[src/rtl/assert_macros.svh]
// Assertion macros for the scheduler RTL.
`ifndef ASSERT_MACROS_SVH
`define ASSERT_MACROS_SVH

// Clocked assertion, disabled while reset is held.
`define TGARR_ASSERT(lbl, clk, rst_n, prop, msg) \
  lbl: assert property (@(posedge clk) disable iff (!rst_n) prop) else $error(msg);

// Clocked assertion that also holds during reset.
`define TGARR_ASSERT_ALWAYS(lbl, clk, prop, msg) \
  lbl: assert property (@(posedge clk) prop) else $error(msg);

`endif

[src/rtl/tgarr_pkg.sv]
// Types, constants and helpers for the two-group round-robin scheduler.
package tgarr_pkg;

  localparam int SLOTS_PER_GROUP = 10;
  localparam int NUM_SLOTS       = 2 * SLOTS_PER_GROUP;
  localparam int OFF_W           = $clog2(SLOTS_PER_GROUP);
  localparam int SLOT_W          = $clog2(NUM_SLOTS);

  localparam int IDX_W    = 13;
  localparam int BUDGET_W = 5;
  localparam int CFG_W    = 13;
  localparam int CFG_A_W  = 2;

  localparam logic [BUDGET_W-1:0] BUDGET_RESET = BUDGET_W'(20);

  // Opcodes
  localparam logic [1:0] OP_NEXT  = 2'd0;
  localparam logic [1:0] OP_KILL  = 2'd1;
  localparam logic [1:0] OP_SPAWN = 2'd2;

  // Configuration register indexes
  localparam logic [CFG_A_W-1:0] REG_TASK_BASE = 2'd0;
  localparam logic [CFG_A_W-1:0] REG_IDLE_IDX  = 2'd1;
  localparam logic [CFG_A_W-1:0] REG_BUDGET    = 2'd2;

  typedef struct packed {
    logic [1:0] opcode;
    logic       spawn_group;
  } in_t;

  typedef struct packed {
    logic [15:0] task_selector;
    logic        went_idle;
    logic        spawn_done;
    logic [4:0]  spawn_slot;
  } out_t;

  typedef struct packed {
    logic             start;
    logic             grp;
    logic [OFF_W-1:0] off;
    logic             want_alive;
  } scan_cmd_t;

  typedef struct packed {
    logic              busy;
    logic              done;
    logic              found;
    logic [OFF_W-1:0]  off;
    logic [SLOT_W-1:0] slot;
  } scan_res_t;

  // Next offset in a group, wrapping at the group size.
  function automatic logic [OFF_W-1:0] off_inc(input logic [OFF_W-1:0] off);
    logic [OFF_W-1:0] r;
    if (off == OFF_W'(SLOTS_PER_GROUP - 1)) r = '0;
    else r = off + 1'b1;
    return r;
  endfunction

endpackage

[src/rtl/tgarr_scan.sv]
// Shared slot scanner: tests one slot of a group per cycle in round-robin order.
module tgarr_scan (
  input  logic                             clk,
  input  logic                             rst_n,
  input  tgarr_pkg::scan_cmd_t             cmd,
  input  logic [tgarr_pkg::NUM_SLOTS-1:0]  alive,
  output tgarr_pkg::scan_res_t             res
);
  import tgarr_pkg::*;

  logic             busy_r;
  logic             grp_r;
  logic             want_r;
  logic [OFF_W-1:0] off_r;
  logic [OFF_W-1:0] cnt_r;

  logic [SLOT_W-1:0] slot;
  logic              hit;
  logic              last;

  assign slot = grp_r ? (SLOT_W'(SLOTS_PER_GROUP) + SLOT_W'(off_r)) : SLOT_W'(off_r);
  assign hit  = (alive[slot] == want_r);
  assign last = (cnt_r == OFF_W'(SLOTS_PER_GROUP - 1));

  assign res.busy  = busy_r;
  assign res.done  = busy_r && (hit || last);
  assign res.found = busy_r && hit;
  assign res.off   = off_r;
  assign res.slot  = slot;

  always_ff @(posedge clk) begin
    if (!rst_n) begin
      busy_r <= 1'b0;
    end else if (cmd.start) begin
      busy_r <= 1'b1;
    end else if (res.done) begin
      busy_r <= 1'b0;
    end
  end

  always_ff @(posedge clk) begin
    if (cmd.start) begin
      grp_r  <= cmd.grp;
      want_r <= cmd.want_alive;
      off_r  <= cmd.off;
      cnt_r  <= '0;
    end else if (busy_r) begin
      off_r <= off_inc(off_r);
      cnt_r <= cnt_r + 1'b1;
    end
  end

endmodule

[src/rtl/two_group_alternating_round_robin.sv]
// Two-group round-robin task scheduler: sequencer, slot state and result register.
//
// Items arrive on in_valid/in_ready/in_data and results leave on
// out_valid/out_ready/out_data, one result per item. An item is taken when
// valid and ready are both high at a rising edge of clk.
// NEXT walks the opposite group from its last pick, then the current group,
// one slot per cycle in the shared scanner; SPAWN walks its group from slot
// zero for the lowest free slot; KILL and the unused opcode need no walk.
// KILL, the unused opcode and a SPAWN with no budget go straight to the
// finish state; a SPAWN walks at most one group and a NEXT at most both
// groups (ten slots each) before their results are ready. One item is in
// work at a time, and the block takes no new item until the last one's
// result has gone to the output register; in_ready is high while the
// sequencer waits for an item.
// A finished result sits in the output register; the next item may be taken
// while it waits, and if the receiver still stalls when that item finishes,
// the sequencer holds its result until the register frees.
// Reset (rst_n low at a clock edge) clears all alive bits, the last picks and
// the current slot, reloads both budgets with 20 and zeroes both indexes.
// cfg_we writes cfg_wdata to register cfg_idx at once; a budget write also
// reloads both groups' budgets.
module two_group_alternating_round_robin (
  input  logic                             clk,
  input  logic                             rst_n,
  input  logic                             in_valid,
  output logic                             in_ready,
  input  tgarr_pkg::in_t                   in_data,
  output logic                             out_valid,
  input  logic                             out_ready,
  output tgarr_pkg::out_t                  out_data,
  input  logic                             cfg_we,
  input  logic [tgarr_pkg::CFG_A_W-1:0]    cfg_idx,
  input  logic [tgarr_pkg::CFG_W-1:0]      cfg_wdata
);
  import tgarr_pkg::*;
  `include "assert_macros.svh"

  localparam logic [2:0] ST_IDLE     = 3'd0;
  localparam logic [2:0] ST_SCAN_OPP = 3'd1;
  localparam logic [2:0] ST_SCAN_CUR = 3'd2;
  localparam logic [2:0] ST_SCAN_FREE = 3'd3;
  localparam logic [2:0] ST_FIN      = 3'd4;

  logic [2:0]           state_r, state_nxt;
  logic [NUM_SLOTS-1:0] alive_r, alive_nxt;
  logic [OFF_W-1:0]     last_pick_r [2];
  logic [OFF_W-1:0]     last_pick_nxt [2];
  logic [SLOT_W-1:0]    cur_slot_r, cur_slot_nxt;
  logic [BUDGET_W-1:0]  budget_r [2];
  logic [BUDGET_W-1:0]  budget_nxt [2];
  logic [IDX_W-1:0]     base_r, base_nxt;
  logic [IDX_W-1:0]     idle_idx_r, idle_idx_nxt;
  logic                 grp_r, grp_nxt;
  out_t                 res_r, res_nxt;
  out_t                 out_r, out_nxt;
  logic                 out_valid_r, out_valid_nxt;

  scan_cmd_t scan_cmd;
  scan_res_t scan_res;

  logic cur_grp;
  logic opp_grp;

  tgarr_scan u_scan (
    .clk   (clk),
    .rst_n (rst_n),
    .cmd   (scan_cmd),
    .alive (alive_r),
    .res   (scan_res)
  );

  assign cur_grp   = (cur_slot_r >= SLOT_W'(SLOTS_PER_GROUP));
  assign opp_grp   = ~cur_grp;
  assign in_ready  = (state_r == ST_IDLE);
  assign out_valid = out_valid_r;
  assign out_data  = out_r;

  always_comb begin
    state_nxt     = state_r;
    alive_nxt     = alive_r;
    last_pick_nxt = last_pick_r;
    cur_slot_nxt  = cur_slot_r;
    budget_nxt    = budget_r;
    base_nxt      = base_r;
    idle_idx_nxt  = idle_idx_r;
    grp_nxt       = grp_r;
    res_nxt       = res_r;
    out_nxt       = out_r;
    out_valid_nxt = out_valid_r;
    scan_cmd      = '0;

    if (out_ready) begin
      out_valid_nxt = 1'b0;
    end

    if (cfg_we) begin
      case (cfg_idx)
        REG_TASK_BASE: base_nxt = cfg_wdata;
        REG_IDLE_IDX:  idle_idx_nxt = cfg_wdata;
        REG_BUDGET: begin
          budget_nxt[0] = cfg_wdata[BUDGET_W-1:0];
          budget_nxt[1] = cfg_wdata[BUDGET_W-1:0];
        end
        default: ;
      endcase
    end

    case (state_r)
      ST_IDLE: begin
        if (in_valid) begin
          res_nxt = '0;
          case (in_data.opcode)
            OP_NEXT: begin
              scan_cmd.start      = 1'b1;
              scan_cmd.grp        = opp_grp;
              scan_cmd.off        = off_inc(last_pick_r[opp_grp]);
              scan_cmd.want_alive = 1'b1;
              state_nxt           = ST_SCAN_OPP;
            end
            OP_KILL: begin
              alive_nxt[cur_slot_r] = 1'b0;
              state_nxt             = ST_FIN;
            end
            OP_SPAWN: begin
              grp_nxt = in_data.spawn_group;
              if (budget_r[in_data.spawn_group] != '0) begin
                scan_cmd.start      = 1'b1;
                scan_cmd.grp        = in_data.spawn_group;
                scan_cmd.off        = '0;
                scan_cmd.want_alive = 1'b0;
                state_nxt           = ST_SCAN_FREE;
              end else begin
                state_nxt = ST_FIN;
              end
            end
            default: state_nxt = ST_FIN;
          endcase
        end
      end
      ST_SCAN_OPP, ST_SCAN_CUR: begin
        if (scan_res.done) begin
          if (scan_res.found) begin
            cur_slot_nxt = scan_res.slot;
            if (state_r == ST_SCAN_OPP) last_pick_nxt[opp_grp] = scan_res.off;
            else last_pick_nxt[cur_grp] = scan_res.off;
            res_nxt.task_selector = {base_r + IDX_W'(scan_res.slot), 3'b011};
            state_nxt             = ST_FIN;
          end else if (state_r == ST_SCAN_OPP) begin
            // fall back to the current group
            scan_cmd.start      = 1'b1;
            scan_cmd.grp        = cur_grp;
            scan_cmd.off        = off_inc(last_pick_r[cur_grp]);
            scan_cmd.want_alive = 1'b1;
            state_nxt           = ST_SCAN_CUR;
          end else begin
            res_nxt.task_selector = {idle_idx_r, 3'b000};
            res_nxt.went_idle     = 1'b1;
            state_nxt             = ST_FIN;
          end
        end
      end
      ST_SCAN_FREE: begin
        if (scan_res.done) begin
          if (scan_res.found) begin
            alive_nxt[scan_res.slot] = 1'b1;
            budget_nxt[grp_r]        = budget_r[grp_r] - 1'b1;
            res_nxt.spawn_done       = 1'b1;
            res_nxt.spawn_slot       = 5'(scan_res.slot);
          end
          state_nxt = ST_FIN;
        end
      end
      ST_FIN: begin
        // hand over once the output register is free
        if (!out_valid_r || out_ready) begin
          out_nxt       = res_r;
          out_valid_nxt = 1'b1;
          state_nxt     = ST_IDLE;
        end
      end
      default: state_nxt = ST_IDLE;
    endcase
  end

  always_ff @(posedge clk) begin
    if (!rst_n) begin
      state_r        <= ST_IDLE;
      alive_r        <= '0;
      last_pick_r[0] <= '0;
      last_pick_r[1] <= '0;
      cur_slot_r     <= '0;
      budget_r[0]    <= BUDGET_RESET;
      budget_r[1]    <= BUDGET_RESET;
      base_r         <= '0;
      idle_idx_r     <= '0;
      out_valid_r    <= 1'b0;
    end else begin
      state_r     <= state_nxt;
      alive_r     <= alive_nxt;
      last_pick_r <= last_pick_nxt;
      cur_slot_r  <= cur_slot_nxt;
      budget_r    <= budget_nxt;
      base_r      <= base_nxt;
      idle_idx_r  <= idle_idx_nxt;
      out_valid_r <= out_valid_nxt;
    end
  end

  always_ff @(posedge clk) begin
    grp_r <= grp_nxt;
    res_r <= res_nxt;
    out_r <= out_nxt;
  end

  `TGARR_ASSERT(a_scan_only_in_scan_states, clk, rst_n, ((state_r == ST_IDLE || state_r == ST_FIN) |-> !scan_res.busy), "scanner busy outside a scan state")
  `TGARR_ASSERT(a_spawn_marks_alive, clk, rst_n, ((state_r == ST_SCAN_FREE && scan_res.found) |=> alive_r[$past(scan_res.slot)]), "spawned slot not marked alive")
  `TGARR_ASSERT(a_idle_result_clean, clk, rst_n, ((out_valid && out_data.went_idle) |-> (out_data.task_selector[2:0] == 3'b000 && !out_data.spawn_done)), "idle result carries task fields")
  `TGARR_ASSERT_ALWAYS(a_no_out_after_reset, clk, ($past(!rst_n) |-> !out_valid), "result valid straight after reset")

endmodule
[config.mk]
export PLATFORM = sky130hd
export DESIGN_NAME = two_group_alternating_round_robin
export DESIGN_NICKNAME = d
export VERILOG_FILES = /design/src/rtl/tgarr_pkg.sv /design/src/rtl/tgarr_scan.sv /design/src/rtl/two_group_alternating_round_robin.sv
export VERILOG_INCLUDE_DIRS = /design/src /design/src/rtl
export SDC_FILE = /design/constraint.sdc
export NUM_CORES = 1
export LEC_CHECK = 0
export BUFFER_PORTS_ARGS = -buffer_cell sky130_fd_sc_hd__buf_2
export CAP_MARGIN = 5
export CORE_ASPECT_RATIO = 0.9
export CORE_MARGIN = 4
export CORE_UTILIZATION = 25
export CTS_CLUSTER_SIZE = 16
export DETAILED_ROUTE_END_ITERATION = 8
export SLEW_MARGIN = 20
export SYNTH_ARGS = -nofsm -noshare
export SYNTH_HDL_FRONTEND = slang
export SYNTH_HIERARCHICAL = 1
export SYNTH_SLANG_ARGS = --single-unit
[constraint.sdc]
create_clock -name clk -period 7.19 [get_ports clk]
set_input_delay 2.157 -clock clk [delete_from_list [all_inputs] [get_ports clk]]
set_output_delay 2.157 -clock clk [all_outputs]
set_load 0.02 [all_outputs]
==> results of run 1 <==
## per-layer routing
layer	vias up	routed length (um)	GRT usage [%]	share of wire (%)
met3	12	885	2.59	5.7
met1	2328	7750	16.3	50
li1	2429	-	-	-
met4	4	133	3.06	0.86
met2	143	6610	16.0	43
met5	-	27	0	0.18
## power breakdown
part           total (mW)  internal (mW)  switching, mW
Combinational       0.222         0.0793          0.143
Sequential          0.827          0.792         0.0342
Clock               0.918          0.602          0.316
## flip-flops by register name, indices dropped and copies added (netlist names)
| register | cells |
|---|---|
| out_data | 21 |
| u_scan/want_r | 1 |
| u_scan/grp_r | 1 |
| base_r | 13 |
| state_r | 3 |
| res_r | 21 |
| u_scan/off_r | 4 |
| last_pick_r | 8 |
| out_valid | 1 |
| u_scan/busy_r | 1 |
| idle_idx_r | 13 |
| grp_r | 1 |
| cur_slot_r | 5 |
| budget_r | 10 |
| alive_r | 20 |
| u_scan/cnt_r | 4 |
## worst paths after layout
kind	from	endpoint	cells after the start
worst min-delay path	res_r[2]	out_data[2]	0
worst max register to register	u_scan/off_r[1]	u_scan/off_r[0]	11
worst min register to register	res_r[2]	out_data[2]	0
worst max-delay path	u_scan/off_r[1]	u_scan/off_r[0]	11
## cell usage in the layout (no fill, tap or decap), drive strengths merged, types with 18 or more instances in the layout
cell type and instances:
dfxtp 78, a21oi 26, buf 49, mux2i 19
inv 20, clkbuf 20, edfxtp 49, nor2b 21
o211ai 18, nand2 93, nor2 37, o21ai 34
a21boi 30
## worst max-delay path, cell delays in order, from the launching register on
cell,delay (ns)
edfxtp_1,0.63
ha_1,0.32
nor2b_1,0.08
xnor2_1,0.67
nor3b_1,0.15
a211oi_2,0.35
o21ai_0,0.18
a21oi_2,0.86
nor2b_1,0.21
nand2_1,0.25
nand2_1,0.37
or2_2,0.46
## final cells by class
cell class	instances	share of cell area (%)
inverters	18	0.892
repair buffers	49	3.34
clock inverters	12	2.40
multi-input cells	472	41.6
flip-flops and latches	127	40.0
well taps	342	5.65
clock buffers	20	6.03
## per-stage QoR
step	area (sq um)	setup WS [ns]	hold slack, ns	total power, mW	utilization (%)
final	7570	2.40	0.417	1.97	30.2
after global routing	7570	1.87	0.425	2.06	30.2
after CTS	7570	2.12	0.418	1.99	30.1
after detailed placement	6930	2.14	0.405	1.06	27.6
after global placement	6930	2.42	0.403	1.06	27.6
after floorplan	6380	3.52	0.400	0.993	-
==> summary.md, run 1 <==
| Metric | Value |
|---|---|
| Reg area | 3030 sq um |
| Post-DR wirelength/cell | 14.8 um |
| Syn_nets | 682 |
| Worst skew pair latency | 0.41 ns |
| Core footprint | 25100 sq um |
| Pins Over Slew Limit | 0 |
| Final hold vios | 0 |
| Synth Instances | 648 |
| Status | complete, no violations |
| Max frequency | 209 MHz |
| Crit path launch type | flip-flop |
| Clock skew | 0.00931 ns |
| Cell Pwr Density | 260 nW/um^2 |
| Worst Max-Slew Pin Slew | 1.06 ns |
| First-pass GRT wire length | 25000 um |
| DRC violations left | 0 |
| Clk slew on worst S/H paths | 0.06 ns |
| Die Height | 160 um |
| Via density | 4.73 |
| I/O Buffers | 46 |
| Ant diodes | 0 |
| Multi-input logic area | 3150 sq um |
| Crit path capture type | flip-flop |
| Share of cells above drive strength 1 | 15.6% |
| Avg Cell Area, Syn | 9.85 sq um |
| RSZ-0062 raised after global routing | false |
| Post-CTS Repair Setup Buffers | 0 |
| Final net count | 719 |
| Placed Cells | 1008 |
| Syn-to-layout area delta | 18.6% |
| Crit share post-route | 66.6% |
| Number of I/O pins | 48 |
| CTS max path bufs | 2 |
| Pin count of the biggest net entering global routing | 78 |
| Total CTS buffers | 17 |
| H-tree Lvls | 4 |
| Die Width | 176 um |
| Root buffer cell | clkbuf_16 |
| Leakage power | 2.80 nW |
| GRT Util Overall | 11.0% |
| CP max FO | 25 |
| Initial antenna violation count | 2 |
| Final min period | 4.79 ns |
| Worst path required time | 7.35 ns |
| Initial core utilization | 25.4% |
| CP Class | flip-flop to flip-flop |
| TritonRoute pass-1 iters | 7 |
| Dpl hpwl | 11000 um |
| Fillers | 2610 |
| Yosys warns | 6 |
| Slew headroom | 29.0% |
| Grt ovf | 0 |
| Hold_buf cts | 0 |
| Hold crit path type | flip-flop to flip-flop |
| Final setup TNS | 0 ns |
| Row Count | 55 |
| Arrival time worst endpoint | 4.95 ns |
| Setup slack, reg-to-reg | 2.40 ns |
| Placer's final routability congestion estimate | 0.872 |
| Routed WL | 15400 um |
| Die Area | 28200 sq um |
| Number of global-route vias before repair | 4567 |
| CTS Sinks | 127 |
| # setup viols final | 0 |
| Post-route non-filler standard cell count | 1040 |
| Vias | 4916 |
| Post-Syn Area | 6380 sq um |
| Post-cts sizing count | 0 |
| Antenna-violating nets left | 0 |
| TritonCTS clock tree | yes |
| Max Cap Viol | 0 |
| Max VDD drop | 0.145 mV |
| Initial DRC Count | 389 |
(Power assumes the default switching activity.)
==> inputs of run 2 (changes only) <==
Clock period 7.19 ns to 4.5 ns, I/O delays scaled along.
==> run 2 against run 1 <==
Against the previous run:
- maximum frequency increased by 20%
- critical path depth decreased by 1
- die area unchanged
- flip-flop and latch count unchanged
- utilization about the same
- largest power group is now registers
- largest cell class unchanged
- sequential power increased by 60%
==> summary.md, run 2 (synthesis gave the netlist of run 1 again) <==
| Metric | Value |
|---|---|
| Status | complete, no violations (unchanged) |
| Worst r2r path cells | 10 (was 11) |
| Die Area | 28200 sq um (unchanged) |
| Clk slew on worst S/H paths | 0.06 ns (about the same) |
| I/O Buffers | 46 (unchanged) |
| First-pass GRT wire length | 25300 um (was 25000 um) |
| DRC violations left | 0 (unchanged) |
| Hold Path Stages | 0 (unchanged) |
| Hold endpoint | out_data[22] (was out_data[2]) |
| Post-cts sizing count | 0 (unchanged) |
| CP max stage delay | 0.58 ns (was 0.86 ns) |
| Post-CTS Repair Setup Buffers | 0 (unchanged) |
| RSZ-0062 raised after global routing | false (unchanged) |
| H-tree Lvls | 4 (unchanged) |
| Die Height | 160 um (unchanged) |
| Initial DRC Count | 417 (was 389) |
| Crit-path slowest cell | edfxtp_1 (was a21oi_2) |
| Slew headroom | 49.0% (was 29.0%) |
| Hold crit path type | flip-flop to flip-flop (unchanged) |
| Root buffer cell | clkbuf_16 (unchanged) |
| Commonest non-fill, non-tap cells in the layout | nand2_1 (93), dfxtp_1 (78), edfxtp_1 (49) (unchanged) |
| Setup slack, reg-to-reg | 0.51 ns (was 2.40 ns) |
| Worst skew pair latency | 0.42 ns (was 0.41 ns) |
| Most common cell after layout, fill and taps aside | nand2_1 (unchanged) |
| TritonCTS clock tree | yes (unchanged) |
| TritonRoute pass-1 iters | 5 (was 7) |
| Die Width | 176 um (unchanged) |
| Grt ovf | 0 (unchanged) |
| Leakage power | 2.82 nW (was 2.80 nW) |
| Share of cells above drive strength 1 | 16.4% (was 15.6%) |
| Post-DR wirelength/cell | 14.7 um (was 14.8 um) |
| Max Cap Viol | 0 (unchanged) |
| Initial core utilization | 25.4% (unchanged) |
| CTS Sinks | 127 (unchanged) |
| Worst Max-Slew Pin Slew | 0.764 ns (was 1.06 ns) |
| Worst R2R Start | u_scan/off_r[1] (unchanged) |
| # setup viols final | 0 (unchanged) |
| CP max FO | 12 (was 25) |
| Post-layout util | 30.1% (was 30.2%) |
| Final hold vios | 0 (unchanged) |
| Pins Over Slew Limit | 0 (unchanged) |
| Via density | 4.70 (was 4.73) |
| Finished Cell Area | 7560 sq um (was 7570 sq um) |
| GRT Util Overall | 11.2% (was 11.0%) |
| Number of global-route vias before repair | 4713 (was 4567) |
| Antenna-violating nets left | 0 (unchanged) |
| Clock skew | 0.00872 ns (was 0.00931 ns) |
| Hold_buf cts | 0 (unchanged) |
| Max frequency | 251 MHz (was 209 MHz) |
| Number of I/O pins | 48 (unchanged) |
| Initial antenna violation count | 3 (was 2) |
| Tot Pwr | 3.01 mW (was 1.97 mW) |
| Syn-to-layout area delta | 18.5% (was 18.6%) |
| Worst path required time | 4.82 ns (was 7.35 ns) |
| Row Count | 55 (unchanged) |
| Core footprint | 25100 sq um (unchanged) |
| Crit path capture type | flip-flop (unchanged) |
| Dpl hpwl | 10900 um (was 11000 um) |
| Placer's final routability congestion estimate | 0.823 (was 0.872) |
| Placed cell area | 6990 sq um (was 6930 sq um) |
| Vias | 4935 (was 4916) |
| Crit path launch type | flip-flop (unchanged) |
| Max VDD drop | 0.184 mV (was 0.145 mV) |
| Hold path start | res_r[22] (was res_r[2]) |
| Cell Pwr Density | 398 nW/um^2 (was 260 nW/um^2) |
| Routed WL | 15400 um (about the same) |
| Final net count | 727 (was 719) |
| Total CTS buffers | 17 (unchanged) |
| CP Class | flip-flop to flip-flop (unchanged) |
| Cell breakdown of the critical path | ha_1, mux2_2, o31a_1, a211oi_2, o21ai_0, a31oi_1, and4_1, nand3b_2, or3b_1, o31ai_1 (was ha_1, nor2b_1, xnor2_1, nor3b_1, a211oi_2, o21ai_0, a21oi_2, nor2b_1, nand2_1, nand2_1, or2_2) |
| CTS max path bufs | 2 (unchanged) |
| Crit share post-route | 88.6% (was 66.6%) |
| Reg-to-Reg End | alive_r[8] (was u_scan/off_r[0]) |
| Final min period | 3.99 ns (was 4.79 ns) |
| Arrival time worst endpoint | 4.30 ns (was 4.95 ns) |
| Final setup TNS | 0 ns (unchanged) |
| Hold Slack | 0.413 ns (was 0.417 ns) |
| Pin count of the biggest net entering global routing | 63 (was 78) |
-- run 2: cell types whose count changed in the layout (fill, tap and decap cells not counted), sizes merged --
cell    delta
buf        +8
bufinv     -2
clkinv     +3
diode      +1
inv        -1
-- run 2: per-stage QoR --
stage | setup WS [ns] | cells
2_1_floorplan | 0.841 | 648
3_3_place_gp | 0.687 | 1016
3_5_place_dp | 0.552 | 1016
4_1_cts | 0.561 | 1048
5_1_grt | 0.236 | 1049
6_report | 0.515 | 1049
-- run 2: worst max-delay path by stage --
stage,from,end,slack [ns],cells after the start
finish,u_scan/off_r[1],alive_r[8],0.51,10
global route,u_scan/off_r[1],alive_r[8],0.24,11
CTS,u_scan/off_r[1],alive_r[8],0.56,10
detailed placement,u_scan/off_r[1],alive_r[8],0.55,10
global placement,u_scan/off_r[1],alive_r[8],0.69,10
floorplan,u_scan/off_r[1],res_r[10],0.84,10
-- run 2: cell type report --
cell class | instances | area [sq um]
Tap cell | 342 | 428
Multi-Input combinational cell | 472 | 3150
Sequential cell | 127 | 3030
Clock inverter | 12 | 115
Inverter | 18 | 67.6
Clock buffer | 20 | 457
Fill cell | 2589 | 17600
Timing Repair Buffer | 57 | 313
Antenna cell | 1 | 2.50
-- run 2: worst max-delay path: cells and delay by family (launching register included) --
kind,cells,cell delay [ns]
compound gates,5,1.51
flops,1,0.58
simple gates,3,1.04
fa+ha+maj,1,0.38
mux,1,0.39
-- run 2: power by group --
part | internal, mW | switching, mW | leakage (nW) | total [mW]
combinational | 0.137 | 0.230 | 1.43 | 0.367
clock | 0.836 | 0.486 | 0.290 | 1.32
sequential | 1.27 | 0.0583 | 1.10 | 1.32
total | 2.24 | 0.774 | 2.82 | 3.01
-- run 2: metal layers --
metal  track usage (%)  routed length [um]  part of all wire [%]
met3              2.73                 910                   5.9
met4              4.15                 259                   1.7
met5                 0                  34                  0.22
met1              15.7                7440                    48
met2              16.8                6730                    44
